$ cat config.mk
export PLATFORM = sky130hd
export DESIGN_NAME = rpc_tag_allocator
export DESIGN_NICKNAME = d
export VERILOG_FILES = /design/src/rtl/core/rta_pkg.sv /design/src/rtl/core/rta_slot_mem.sv /design/src/rtl/core/rta_ctrl.sv /design/src/rtl/core/rpc_tag_allocator.sv
export SDC_FILE = /design/constraint.sdc
export NUM_CORES = 2
export LEC_CHECK = 0
export BUFFER_PORTS_ARGS = -buffer_cell sky130_fd_sc_hd__buf_2
export CORE_MARGIN = 8
export CORE_UTILIZATION = 50
export CTS_BUF_LIST = sky130_fd_sc_hd__clkbuf_8 sky130_fd_sc_hd__clkbuf_16
export DETAILED_ROUTE_END_ITERATION = 10
export GPL_ROUTABILITY_DRIVEN = 0
export PLACE_DENSITY = 0.65
export SYNTH_ARGS = -nofsm -noshare
export SYNTH_HDL_FRONTEND = slang
export SYNTH_SLANG_ARGS = --single-unit
$ cat constraint.sdc
create_clock -name clk -period 26.7 [get_ports clk]
set_input_delay 2.67 -clock clk [delete_from_list [all_inputs] [get_ports clk]]
set_output_delay 2.67 -clock clk [all_outputs]
set_load 0.05 [all_outputs]
$ cat src/rtl/core/rta_pkg.sv
package rta_pkg;

    localparam int TAG_SLOTS_DEFAULT = 256;

    localparam int TAG_W    = 16;
    localparam int REQ_W    = 8;
    localparam int KIND_W   = 2;
    localparam int STATUS_W = 3;
    localparam int CFG_IDX_W = 1;

    localparam logic [KIND_W-1:0] KIND_ALLOC   = 2'd0;
    localparam logic [KIND_W-1:0] KIND_RELEASE = 2'd1;
    localparam logic [KIND_W-1:0] KIND_DELIVER = 2'd2;
    localparam logic [KIND_W-1:0] KIND_NOP     = 2'd3;

    localparam logic [STATUS_W-1:0] ST_OK    = 3'd0;
    localparam logic [STATUS_W-1:0] ST_FULL  = 3'd1;
    localparam logic [STATUS_W-1:0] ST_RANGE = 3'd2;
    localparam logic [STATUS_W-1:0] ST_EMPTY = 3'd3;
    localparam logic [STATUS_W-1:0] ST_OWNER = 3'd4;

    localparam logic [CFG_IDX_W-1:0] CFG_TAG_BASE  = 1'd0;
    localparam logic [CFG_IDX_W-1:0] CFG_TAG_LIMIT = 1'd1;

    localparam logic [TAG_W-1:0] TAG_BASE_RESET  = 16'd0;
    localparam logic [TAG_W-1:0] TAG_LIMIT_RESET = 16'd255;

    typedef struct packed {
        logic [KIND_W-1:0] kind;
        logic [REQ_W-1:0]  requester_id;
        logic [TAG_W-1:0]  tag;
    } cmd_t;

    typedef struct packed {
        logic [STATUS_W-1:0] status;
        logic [TAG_W-1:0]    tag_out;
        logic [REQ_W-1:0]    owner_out;
    } rsp_t;

    typedef struct packed {
        logic [REQ_W-1:0] owner;
        logic             busy;
        logic             delivered;
    } slot_entry_t;

endpackage

$ cat src/rtl/core/rta_slot_mem.sv
module rta_slot_mem #(
    parameter int DEPTH = rta_pkg::TAG_SLOTS_DEFAULT,
    parameter int AW    = $clog2(DEPTH)
) (
    input  logic                 clk,
    input  logic                 we,
    input  logic [AW-1:0]        waddr,
    input  rta_pkg::slot_entry_t wdata,
    input  logic                 re,
    input  logic [AW-1:0]        raddr,
    output rta_pkg::slot_entry_t rdata
);

    rta_pkg::slot_entry_t mem [DEPTH];

    always_ff @(posedge clk)
    begin
        if (we)
        begin
            mem[waddr] <= wdata;
        end
    end

    always_ff @(posedge clk)
    begin
        if (re)
        begin
            rdata <= mem[raddr];
        end
    end

endmodule

$ cat src/rtl/core/rta_ctrl.sv
module rta_ctrl #(
    parameter int TAG_SLOTS = rta_pkg::TAG_SLOTS_DEFAULT,
    parameter int IDX_W     = $clog2(TAG_SLOTS),
    parameter int CNT_W     = $clog2(TAG_SLOTS + 1)
) (
    input  logic                            clk,
    input  logic                            rst_n,
    input  logic                            start,
    output logic                            busy,
    input  rta_pkg::cmd_t                   cmd,
    output logic                            done,
    output rta_pkg::rsp_t                   result,
    input  logic                            cfg_valid,
    input  logic [rta_pkg::CFG_IDX_W-1:0]   cfg_index,
    input  logic [rta_pkg::TAG_W-1:0]       cfg_data,
    output logic                            mem_we,
    output logic [IDX_W-1:0]                mem_waddr,
    output rta_pkg::slot_entry_t            mem_wdata,
    output logic                            mem_re,
    output logic [IDX_W-1:0]                mem_raddr,
    input  rta_pkg::slot_entry_t            mem_rdata
);

    localparam logic [2:0] S_CLEAR = 3'd0;
    localparam logic [2:0] S_IDLE  = 3'd1;
    localparam logic [2:0] S_CHECK = 3'd2;
    localparam logic [2:0] S_PREP  = 3'd3;
    localparam logic [2:0] S_SCAN  = 3'd4;

    localparam logic [IDX_W-1:0] LAST_IDX = IDX_W'(TAG_SLOTS - 1);

    logic [2:0]                  state_reg, state_next;
    logic [rta_pkg::TAG_W-1:0]   tag_base_reg, tag_limit_reg;
    logic [CNT_W-1:0]            busy_count_reg, busy_count_next;
    logic [CNT_W-1:0]            window_reg, window_next;
    logic [IDX_W-1:0]            hint_reg, hint_next;
    logic [IDX_W-1:0]            ptr_reg, ptr_next;
    logic [CNT_W-1:0]            n_reg, n_next;
    rta_pkg::cmd_t               cmd_reg, cmd_next;
    logic                        done_reg, done_next;
    rta_pkg::rsp_t               result_reg, result_next;

    logic [rta_pkg::TAG_W-1:0]   tag_off;
    logic                        in_win;
    logic [IDX_W-1:0]            cmd_idx;
    logic [rta_pkg::TAG_W-1:0]   diff;
    logic [CNT_W-1:0]            range;
    logic                        need_grow;
    logic [CNT_W:0]              dbl;
    logic [CNT_W-1:0]            grown;
    logic [CNT_W-1:0]            win_new;
    logic [IDX_W-1:0]            hint_new;
    logic [IDX_W-1:0]            scan_start;
    logic [CNT_W-1:0]            ptr_inc;
    logic [IDX_W-1:0]            ptr_wrap;
    logic [IDX_W-1:0]            cmd_reg_idx;

    assign busy   = (state_reg != S_IDLE);
    assign done   = done_reg;
    assign result = result_reg;

    always_ff @(posedge clk or negedge rst_n)
    begin
        if (!rst_n)
        begin
            tag_base_reg  <= rta_pkg::TAG_BASE_RESET;
            tag_limit_reg <= rta_pkg::TAG_LIMIT_RESET;
        end
        else if (cfg_valid)
        begin
            unique case (cfg_index)
                rta_pkg::CFG_TAG_BASE:  tag_base_reg  <= cfg_data;
                rta_pkg::CFG_TAG_LIMIT: tag_limit_reg <= cfg_data;
                default: ;
            endcase
        end
    end

    // Window check of the incoming tag.
    assign tag_off = cmd.tag - tag_base_reg;
    assign in_win  = (cmd.tag >= tag_base_reg) && (tag_off < rta_pkg::TAG_W'(window_reg));
    assign cmd_idx = tag_off[IDX_W-1:0];
    assign cmd_reg_idx = ptr_reg;

    // Window growth for allocate.
    assign diff  = tag_limit_reg - tag_base_reg;
    assign range = (tag_limit_reg <= tag_base_reg) ? '0 :
                   (diff > rta_pkg::TAG_W'(TAG_SLOTS)) ? CNT_W'(TAG_SLOTS) :
                   diff[CNT_W-1:0];
    assign need_grow = (busy_count_reg >= window_reg);
    assign dbl   = (window_reg == '0) ? (CNT_W+1)'(1) : {window_reg, 1'b0};
    assign grown = (dbl > {1'b0, range}) ? range : dbl[CNT_W-1:0];
    assign win_new  = need_grow ? grown : window_reg;
    assign hint_new = need_grow ? IDX_W'(window_reg) : hint_reg;
    assign scan_start = (CNT_W'(hint_new) < win_new) ? hint_new : '0;

    assign ptr_inc  = CNT_W'(ptr_reg) + CNT_W'(1);
    assign ptr_wrap = (ptr_inc >= window_reg) ? '0 : ptr_inc[IDX_W-1:0];

    always_comb
    begin
        state_next      = state_reg;
        busy_count_next = busy_count_reg;
        window_next     = window_reg;
        hint_next       = hint_reg;
        ptr_next        = ptr_reg;
        n_next          = n_reg;
        cmd_next        = cmd_reg;
        done_next       = 1'b0;
        result_next     = result_reg;
        mem_we          = 1'b0;
        mem_waddr       = ptr_reg;
        mem_wdata       = mem_rdata;
        mem_re          = 1'b0;
        mem_raddr       = ptr_reg;

        unique case (state_reg)
            S_CLEAR:
            begin
                mem_we    = 1'b1;
                mem_waddr = ptr_reg;
                mem_wdata = '0;
                ptr_next  = ptr_reg + IDX_W'(1);
                if (ptr_reg == LAST_IDX)
                begin
                    ptr_next   = '0;
                    state_next = S_IDLE;
                end
            end

            S_IDLE:
            begin
                if (start)
                begin
                    cmd_next = cmd;
                    unique case (cmd.kind)
                        rta_pkg::KIND_ALLOC:
                        begin
                            state_next = S_PREP;
                        end
                        rta_pkg::KIND_RELEASE, rta_pkg::KIND_DELIVER:
                        begin
                            if (in_win)
                            begin
                                mem_re     = 1'b1;
                                mem_raddr  = cmd_idx;
                                ptr_next   = cmd_idx;
                                state_next = S_CHECK;
                            end
                            else
                            begin
                                done_next   = 1'b1;
                                result_next = '{rta_pkg::ST_RANGE, cmd.tag, '0};
                            end
                        end
                        default:
                        begin
                            done_next   = 1'b1;
                            result_next = '{rta_pkg::ST_OK, cmd.tag, '0};
                        end
                    endcase
                end
            end

            S_CHECK:
            begin
                done_next   = 1'b1;
                state_next  = S_IDLE;
                result_next = '{rta_pkg::ST_OK, cmd_reg.tag, '0};
                mem_waddr   = cmd_reg_idx;
                if (!mem_rdata.busy)
                begin
                    result_next.status = rta_pkg::ST_EMPTY;
                end
                else if (cmd_reg.kind == rta_pkg::KIND_RELEASE)
                begin
                    if (mem_rdata.owner != cmd_reg.requester_id)
                    begin
                        result_next.status = rta_pkg::ST_OWNER;
                    end
                    else
                    begin
                        mem_we    = 1'b1;
                        mem_wdata = '{mem_rdata.owner, 1'b0, 1'b0};
                        if (busy_count_reg != '0)
                        begin
                            busy_count_next = busy_count_reg - CNT_W'(1);
                        end
                        hint_next = cmd_reg_idx;
                    end
                end
                else if (mem_rdata.delivered)
                begin
                    result_next.status = rta_pkg::ST_EMPTY;
                end
                else
                begin
                    mem_we    = 1'b1;
                    mem_wdata = '{mem_rdata.owner, 1'b1, 1'b1};
                    result_next.owner_out = mem_rdata.owner;
                end
            end

            S_PREP:
            begin
                if (need_grow && (window_reg >= range))
                begin
                    done_next   = 1'b1;
                    result_next = '{rta_pkg::ST_FULL, '0, '0};
                    state_next  = S_IDLE;
                end
                else
                begin
                    window_next = win_new;
                    hint_next   = hint_new;
                    mem_re      = 1'b1;
                    mem_raddr   = scan_start;
                    ptr_next    = scan_start;
                    n_next      = '0;
                    state_next  = S_SCAN;
                end
            end

            S_SCAN:
            begin
                if (!mem_rdata.busy)
                begin
                    mem_we          = 1'b1;
                    mem_waddr       = ptr_reg;
                    mem_wdata       = '{cmd_reg.requester_id, 1'b1, 1'b0};
                    busy_count_next = busy_count_reg + CNT_W'(1);
                    done_next       = 1'b1;
                    result_next     = '{rta_pkg::ST_OK,
                                        tag_base_reg + rta_pkg::TAG_W'(ptr_reg), '0};
                    state_next      = S_IDLE;
                end
                else if ((n_reg + CNT_W'(1)) >= window_reg)
                begin
                    done_next   = 1'b1;
                    result_next = '{rta_pkg::ST_FULL, '0, '0};
                    state_next  = S_IDLE;
                end
                else
                begin
                    mem_re    = 1'b1;
                    mem_raddr = ptr_wrap;
                    ptr_next  = ptr_wrap;
                    n_next    = n_reg + CNT_W'(1);
                end
            end

            default:
            begin
                state_next = S_IDLE;
            end
        endcase
    end

    always_ff @(posedge clk or negedge rst_n)
    begin
        if (!rst_n)
        begin
            state_reg      <= S_CLEAR;
            busy_count_reg <= '0;
            window_reg     <= '0;
            hint_reg       <= '0;
            ptr_reg        <= '0;
            n_reg          <= '0;
            done_reg       <= 1'b0;
        end
        else
        begin
            state_reg      <= state_next;
            busy_count_reg <= busy_count_next;
            window_reg     <= window_next;
            hint_reg       <= hint_next;
            ptr_reg        <= ptr_next;
            n_reg          <= n_next;
            done_reg       <= done_next;
        end
    end

    always_ff @(posedge clk)
    begin
        cmd_reg    <= cmd_next;
        result_reg <= result_next;
    end

endmodule

$ cat src/rtl/core/rpc_tag_allocator.sv
// Release and deliver raise the done strobe once the slot is read and checked; an out-of-window
// tag and the no-operation kind answer straight from idle. Allocate reads slots from the slot
// memory, one per cycle, until a free one is found (at most the window size), or answers full
// without a read when the window cannot grow. One item is in flight at a time; the receiver
// cannot stall the result. After reset the block clears the slot memory with busy high.
module rpc_tag_allocator #(
    parameter int TAG_SLOTS = rta_pkg::TAG_SLOTS_DEFAULT
) (
    input  logic                          clk,
    input  logic                          rst_n,
    input  logic                          start,
    output logic                          busy,
    input  rta_pkg::cmd_t                 cmd,
    output logic                          done,
    output rta_pkg::rsp_t                 result,
    input  logic                          cfg_valid,
    output logic                          cfg_ready,
    input  logic [rta_pkg::CFG_IDX_W-1:0] cfg_index,
    input  logic [rta_pkg::TAG_W-1:0]     cfg_data
);

    localparam int IDX_W = $clog2(TAG_SLOTS);
    localparam int CNT_W = $clog2(TAG_SLOTS + 1);

    logic                 mem_we;
    logic [IDX_W-1:0]     mem_waddr;
    rta_pkg::slot_entry_t mem_wdata;
    logic                 mem_re;
    logic [IDX_W-1:0]     mem_raddr;
    rta_pkg::slot_entry_t mem_rdata;

    assign cfg_ready = 1'b1;

    rta_ctrl #(
        .TAG_SLOTS (TAG_SLOTS),
        .IDX_W     (IDX_W),
        .CNT_W     (CNT_W)
    ) u_ctrl (
        .clk       (clk),
        .rst_n     (rst_n),
        .start     (start),
        .busy      (busy),
        .cmd       (cmd),
        .done      (done),
        .result    (result),
        .cfg_valid (cfg_valid),
        .cfg_index (cfg_index),
        .cfg_data  (cfg_data),
        .mem_we    (mem_we),
        .mem_waddr (mem_waddr),
        .mem_wdata (mem_wdata),
        .mem_re    (mem_re),
        .mem_raddr (mem_raddr),
        .mem_rdata (mem_rdata)
    );

    rta_slot_mem #(
        .DEPTH (TAG_SLOTS),
        .AW    (IDX_W)
    ) u_slot_mem (
        .clk   (clk),
        .we    (mem_we),
        .waddr (mem_waddr),
        .wdata (mem_wdata),
        .re    (mem_re),
        .raddr (mem_raddr),
        .rdata (mem_rdata)
    );

endmodule

Yosys cells after proc, flatten, opt, wreduce, memory -nomap -nowiden
Memories as Yosys holds them, arrays and structs flattened. A register that Yosys moved wholly into a read port is not among the register bits.
Index checks and enable logic that the tools add are counted.
{ "op_classes": {"n_addsub": 8, "order_cmp": 10, "n_eq_ne": 26, "n_mux": 81, "n_bitwise": 2, "reduce_logical": 21} }
{ "op_table": {"columns": ["op", "count"], "rows": [
  ["two-way mux 8 bit", 17],
  ["two-way mux 27 bit", 5],
  ["two-way mux 9 bit", 12],
  ["one-hot mux 27 bit (4 select lines)", 1],
  ["one-hot mux 27 bit (2 select lines)", 1],
  [">= comparator 9 bit", 4],
  ["one-hot mux 9 bit (2 select lines)", 2],
  ["one-hot mux 8 bit (4 select lines)", 1],
  ["subtractor 16 bit", 2],
  ["one-hot mux 10 bit (3 select lines)", 1],
  ["two-way mux 3 bit", 9],
  ["one-hot mux 8 bit (3 select lines)", 1],
  ["two-way mux 10 bit", 2],
  ["adder 9 x 1 -> 9 bit (second input constant)", 2],
  ["two-way mux 1 bit", 18],
  ["adder 16 x 8 -> 16 bit", 1],
  [">= comparator 16 bit", 1],
  ["> comparator 16 x 9 -> 1 bit (second input constant)", 1],
  ["less-or-equal comparator 16 bit", 1],
  ["less-than comparator 16 x 9 -> 1 bit", 1],
  ["one-hot mux 8 bit (2 select lines)", 1],
  ["inequality test 2 x 1 -> 1 bit (second input constant)", 6],
  ["inequality test 2 bit (second input constant)", 6],
  ["one-hot mux 3 bit (4 select lines)", 1],
  ["other kinds (33)", 51]
]} }
{ "word_totals": {"register_bits": 132, "mem_bits_rw": 2560, "input_bits": 47, "word_cells": 164, "n_memories": 1} }
{ "memory_table": {"columns": ["name", "words", "word_bits", "rd", "rd_ports_with_merged_regs", "write_ports", "line_no", "rtl"], "rows": [
  ["u_slot_mem.mem", 256, 10, 1, 1, 1, "rta_slot_mem.sv:14", "rta_pkg::slot_entry_t mem [DEPTH];"]
]} }

Logic depth before layout (Yosys ltp)
{ "depth": {"depth_word": 11, "mapped_depth": 41} }

Modules after synthesis
From an unflattened synthesis, not the netlist that was laid out.
{ "unflattened": {"cells_unflattened": 5797, "hier_area_um2": 109786.5} }
{ "by_module_without_submodules": {"columns": ["mod", "n_inst", "cells_per_inst", "area_each_um2", "seq_area_each_um2"], "rows": [
  ["rta_slot_mem", 1, 4642, 99354.0, 77174.0],
  ["rta_ctrl", 1, 1153, 10421.2, 3578.4],
  ["rpc_tag_allocator", 1, 2, 11.3, 0.0]
]} }

Least setup slack after synthesis
No wires, ideal clock.
{ "synth_timing": {"path_kind": "register to register", "start": "register u_ctrl.state_reg[2]", "end": "memory u_slot_mem.mem[0][0] (netlist name) (data pin)", "t_arrival_ns": 11.188, "t_required_ns": 24.512, "setup_slack_ns": 13.324, "stages_incl_launch_ff": 7, "path_buffers": 2, "period_less_slack_ns": 13.376, "path_cell_list": "dfrtp_1 -> clkbuf_1 -> nand2b_1 -> nor2_1 -> clkbuf_1 -> nand2_1 -> o21ai_0"} }
{ "synth_rtl": {"columns": ["element", "line_no", "rtl"], "rows": [
  ["start: declaration", "rta_ctrl.sv:32", "logic [2:0] state_reg, state_next;"],
  ["start signal: assignment", "rta_ctrl.sv:273", "state_reg <= state_next;"],
  ["end: declaration", "rta_slot_mem.sv:14", null]
]} }

Worst setup path after layout
{ "layout_timing": {"start": "register u_ctrl.tag_base_reg[0] (netlist name)", "end": "register u_slot_mem.rdata[2] (netlist name)"} }
{ "layout_via": {"elab_chain_len": 11, "word_cells_on_any_way": 26, "cone_classes": "2 x add/sub; 7 x order compare; 15 x mux; 2 x reduce/logical"} }
{ "layout_lines": {"columns": ["element", "line_no", "rtl"], "rows": [
  ["start: declaration", "rta_ctrl.sv:33", "logic [rta_pkg::TAG_W-1:0] tag_base_reg, tag_limit_reg;"],
  ["start signal: assignment", "rta_ctrl.sv:66", "tag_base_reg <= rta_pkg::TAG_BASE_RESET;"],
  ["start signal: assignment", "rta_ctrl.sv:72", "rta_pkg::CFG_TAG_BASE: tag_base_reg <= cfg_data;"],
  ["subtractor 16 bit", "rta_ctrl.sv:86", "assign diff = tag_limit_reg - tag_base_reg;"],
  ["> comparator 16 x 9 -> 1 bit", "rta_ctrl.sv:88", "(diff > rta_pkg::TAG_W'(TAG_SLOTS)) ? CNT_W'(TAG_SLOTS) :"],
  ["two-way mux 9 bit", "rta_ctrl.sv:88", null],
  ["two-way mux 9 bit", "rta_ctrl.sv:87", "assign range = (tag_limit_reg <= tag_base_reg) ? '0 :"],
  ["> comparator 10 x 9 -> 1 bit", "rta_ctrl.sv:92", "assign grown = (dbl > {1'b0, range}) ? range : dbl[CNT_W-1:0];"],
  ["two-way mux 9 bit", "rta_ctrl.sv:92", null],
  ["two-way mux 9 bit", "rta_ctrl.sv:93", "assign win_new = need_grow ? grown : window_reg;"],
  ["less-than comparator 8 x 9 -> 1 bit", "rta_ctrl.sv:95", "assign scan_start = (CNT_W'(hint_new) < win_new) ? hint_new : '0;"],
  ["two-way mux 8 bit", "rta_ctrl.sv:95", null],
  ["two-way mux 8 bit", null, null],
  ["one-hot mux 8 bit (3 select lines)", "rta_ctrl.sv:117", "unique case (state_reg)"]
]} }
Several ways; a longest one is shown, not always the timed one.
A chain may end at the register's enable or synchronous reset.

==> metrics.yaml <==
endpoint_kind: "flip-flop"
drive_gt1_share_pct: 8.00
status: "complete, but fails checks"
rr_endpoint: "u_slot_mem.rdata[2]$_DFFE_PP_"
ios: 77
final_common_cell: "edfxtp_1"
ys_warn_count: 0
grt_pass1_wl_mm: 474
clkSlewWorstSetupHoldPaths_ps: 60
track_usage_pct: 26.5
insertion_delay_ps: 930
async_reset_ff_share_pct: 2.92
power_density_nw_per_um2: 124
period_share_pct: 46.6
post_drt_wl_per_cell_um: 28.6
synth_ff_type: "edfxtp_1"
finalCoreUtilization_pct: 55.6
hold_viol: 0
io_buffers: 75
seq_area_frac_synth_pct: 72.2
dpl.hpwl_mm: 189
hp-class: "flip-flop to flip-flop"
maxSlewViolCount: 0
leakagePower_nw: 41.6
finClkSkew_ps: 55.5
ys_types: 87
antenna_found_initial: 6
antenna_left: 0
coreArea_um2: 222000
critPathMaxStageDelay_ps: 1030
fin_setup_tns_ps: 0
cts_tree: "built"
die-area_um2: 239000
row_count: 173
die_h_um: 489
largest_reg_flops: 2560
vias_per_cell: 6.36
synth_nets: 8516
mostFrequentLayoutCells: "edfxtp_1, nand2_1, nand3_1"
wl_mm: 328
syn_area_um2: 112000
endpoint: "u_slot_mem.rdata[2]$_DFFE_PP_"
max_slew_margin_pct: 8.59
cts_buffer_depth: 4
ys_seq_elements: 2702
slowest_stage: "o211ai_1"
crit-reg2reg-launch: "u_ctrl.tag_base_reg[0]$_DFFE_PN0P_"
die_w_um: 489
cp_data_required_time_ps: 27460
crit_path_max_fanout: 151
hold_buffers: 0
dr.pass1.iters: 11
ff2ff_path_depth: 37
syn_to_final_growth_pct: 10.5
drt-initial-drc-count: 10600
ir_drop_mv: 0.126
synth_edf_count: 2623
grt_start_max_net_pins: 203
fin_crit_ps: 12450
arrival_ps: 13210
crit_start: "u_ctrl.tag_base_reg[0]$_DFFE_PN0P_"
cts-root-buf: "clkbuf_16"
rsz0062_at_grt: "no"
violations: "DRC"
total_power_mw: 15.4
grt.overflow.total: 0
rrSetupSlack_ps: 14250
drv_cap: 0
hold_ws_ps: 485
htreeDepth: 5
synth_area_per_cell_um2: 13.4
clock-sinks: 2702
tightest_slew_ps: 1370
first_global_vias: 68823
worstSetupPathType: "flip-flop to flip-flop"
finalSetupViolations: 0
syn_inst: 8351
cts_resized: 0
worst_setup_path_start_kind: "flip-flop"
crit_top_cell: "a21oi_1"
initial_core_util_pct: 50.3
num_vias: 72885
cts_setup_buffers: 0
layout.nets: 8445
cts_buffers: 289
max_clock_freq_ghz: 0.0803
drc: 2
## cell families (layout without fill, tap and decap cells)
kind of cell             count (synthesis)  after routing  share of synthesized area (%)
AND/OR/NAND/NOR                       3161           3161                           12.4
flip-flops                            2702           2702                           72.2
AO/OA/AOI/OAI                         1410           1410                           8.77
buffers and inverters                  643            767                           2.52
multiplexers                           258            258                           2.33
adder cells (fa/ha/maj)                118            118                           1.35
XOR/XNOR                                58             58                          0.461
other                                    1              7                        0.00335
## where the power goes
group | switching [mW] | internal (mW) | leakage [nW] | total, mW
logic | 4.63 | 1.47 | 12.5 | 6.09
clock network | 1.60 | 2.15 | 4.46 | 3.75
registers | 0.0912 | 5.44 | 24.7 | 5.53
total | 6.32 | 9.05 | 41.6 | 15.4
## final cells by class
type / instances / area (µm²)
Tap cell: 2975 / 3720
Clock inverter: 190 / 1270
Sequential cell: 2702 / 80800
Clock buffer: 296 / 7410
Multi-Input combinational cell: 5006 / 28700
Fill cell: 17655 / 98700
Inverter: 68 / 255
Timing Repair Buffer: 213 / 1550
Antenna cell: 6 / 15.0
## worst max-delay path: cells and delay by family (launching register included)
| kind | cells | cell delay, ps |
|---|---|---|
| AND/OR/NAND/NOR | 12 | 2920 |
| buffers and inverters | 5 | 2730 |
| XOR/XNOR | 1 | 180 |
| flip-flops | 1 | 390 |
| adder cells (fa/ha/maj) | 4 | 1350 |
| multiplexers | 1 | 420 |
| AO/OA/AOI/OAI | 14 | 3800 |
## synth_stat cells, types with 125 or more instances
| master | instances | area (µm²) |
|---|---|---|
| edfxtp_1 | 2623 | 78800 |
| o21ai_0 | 125 | 626 |
| mux2i_1 | 235 | 2350 |
| buf_2 | 203 | 1020 |
| a31oi_1 | 233 | 1460 |
| nand4_1 | 128 | 801 |
| a211oi_1 | 214 | 1610 |
| nand3_1 | 456 | 2280 |
| and3_1 | 265 | 1660 |
| nor2_1 | 411 | 1540 |
| clkbuf_1 | 298 | 1120 |
| a21oi_1 | 266 | 1330 |
| nand2_1 | 1722 | 6460 |
## per-stage QoR
step                      worst slack, ps  instance area [µm²]  instances
final                               14250               124000      11456
after global routing                13730               124000      11451
after CTS                           14680               124000      11449
after detailed placement            14730               115000      10963
after global placement              14680               115000      10963
after floorplan                     13320               112000       8351
## worst min path at each step
stage                                         startpoint                              to  slack [ps]  cells past startpoint
after floorplan           u_ctrl.hint_reg[1]$_DFFE_PN0P_  u_ctrl.hint_reg[1]$_DFFE_PN0P_         450                      2
after global placement    u_ctrl.hint_reg[1]$_DFFE_PN0P_  u_ctrl.hint_reg[1]$_DFFE_PN0P_         460                      2
after detailed placement  u_ctrl.hint_reg[1]$_DFFE_PN0P_  u_ctrl.hint_reg[1]$_DFFE_PN0P_         470                      2
after CTS                 u_ctrl.hint_reg[1]$_DFFE_PN0P_  u_ctrl.hint_reg[1]$_DFFE_PN0P_         490                      2
after global routing      u_ctrl.hint_reg[1]$_DFFE_PN0P_  u_ctrl.hint_reg[1]$_DFFE_PN0P_         510                      2
final                     u_ctrl.hint_reg[1]$_DFFE_PN0P_  u_ctrl.hint_reg[1]$_DFFE_PN0P_         490                      2
## layer usage
metal  track usage, %  wire (µm)
met1             37.8     131000
met2             40.6     149000
met3             5.35      35100
met4             9.82      12400
met5                0         19
(Power assumes the default switching activity.)
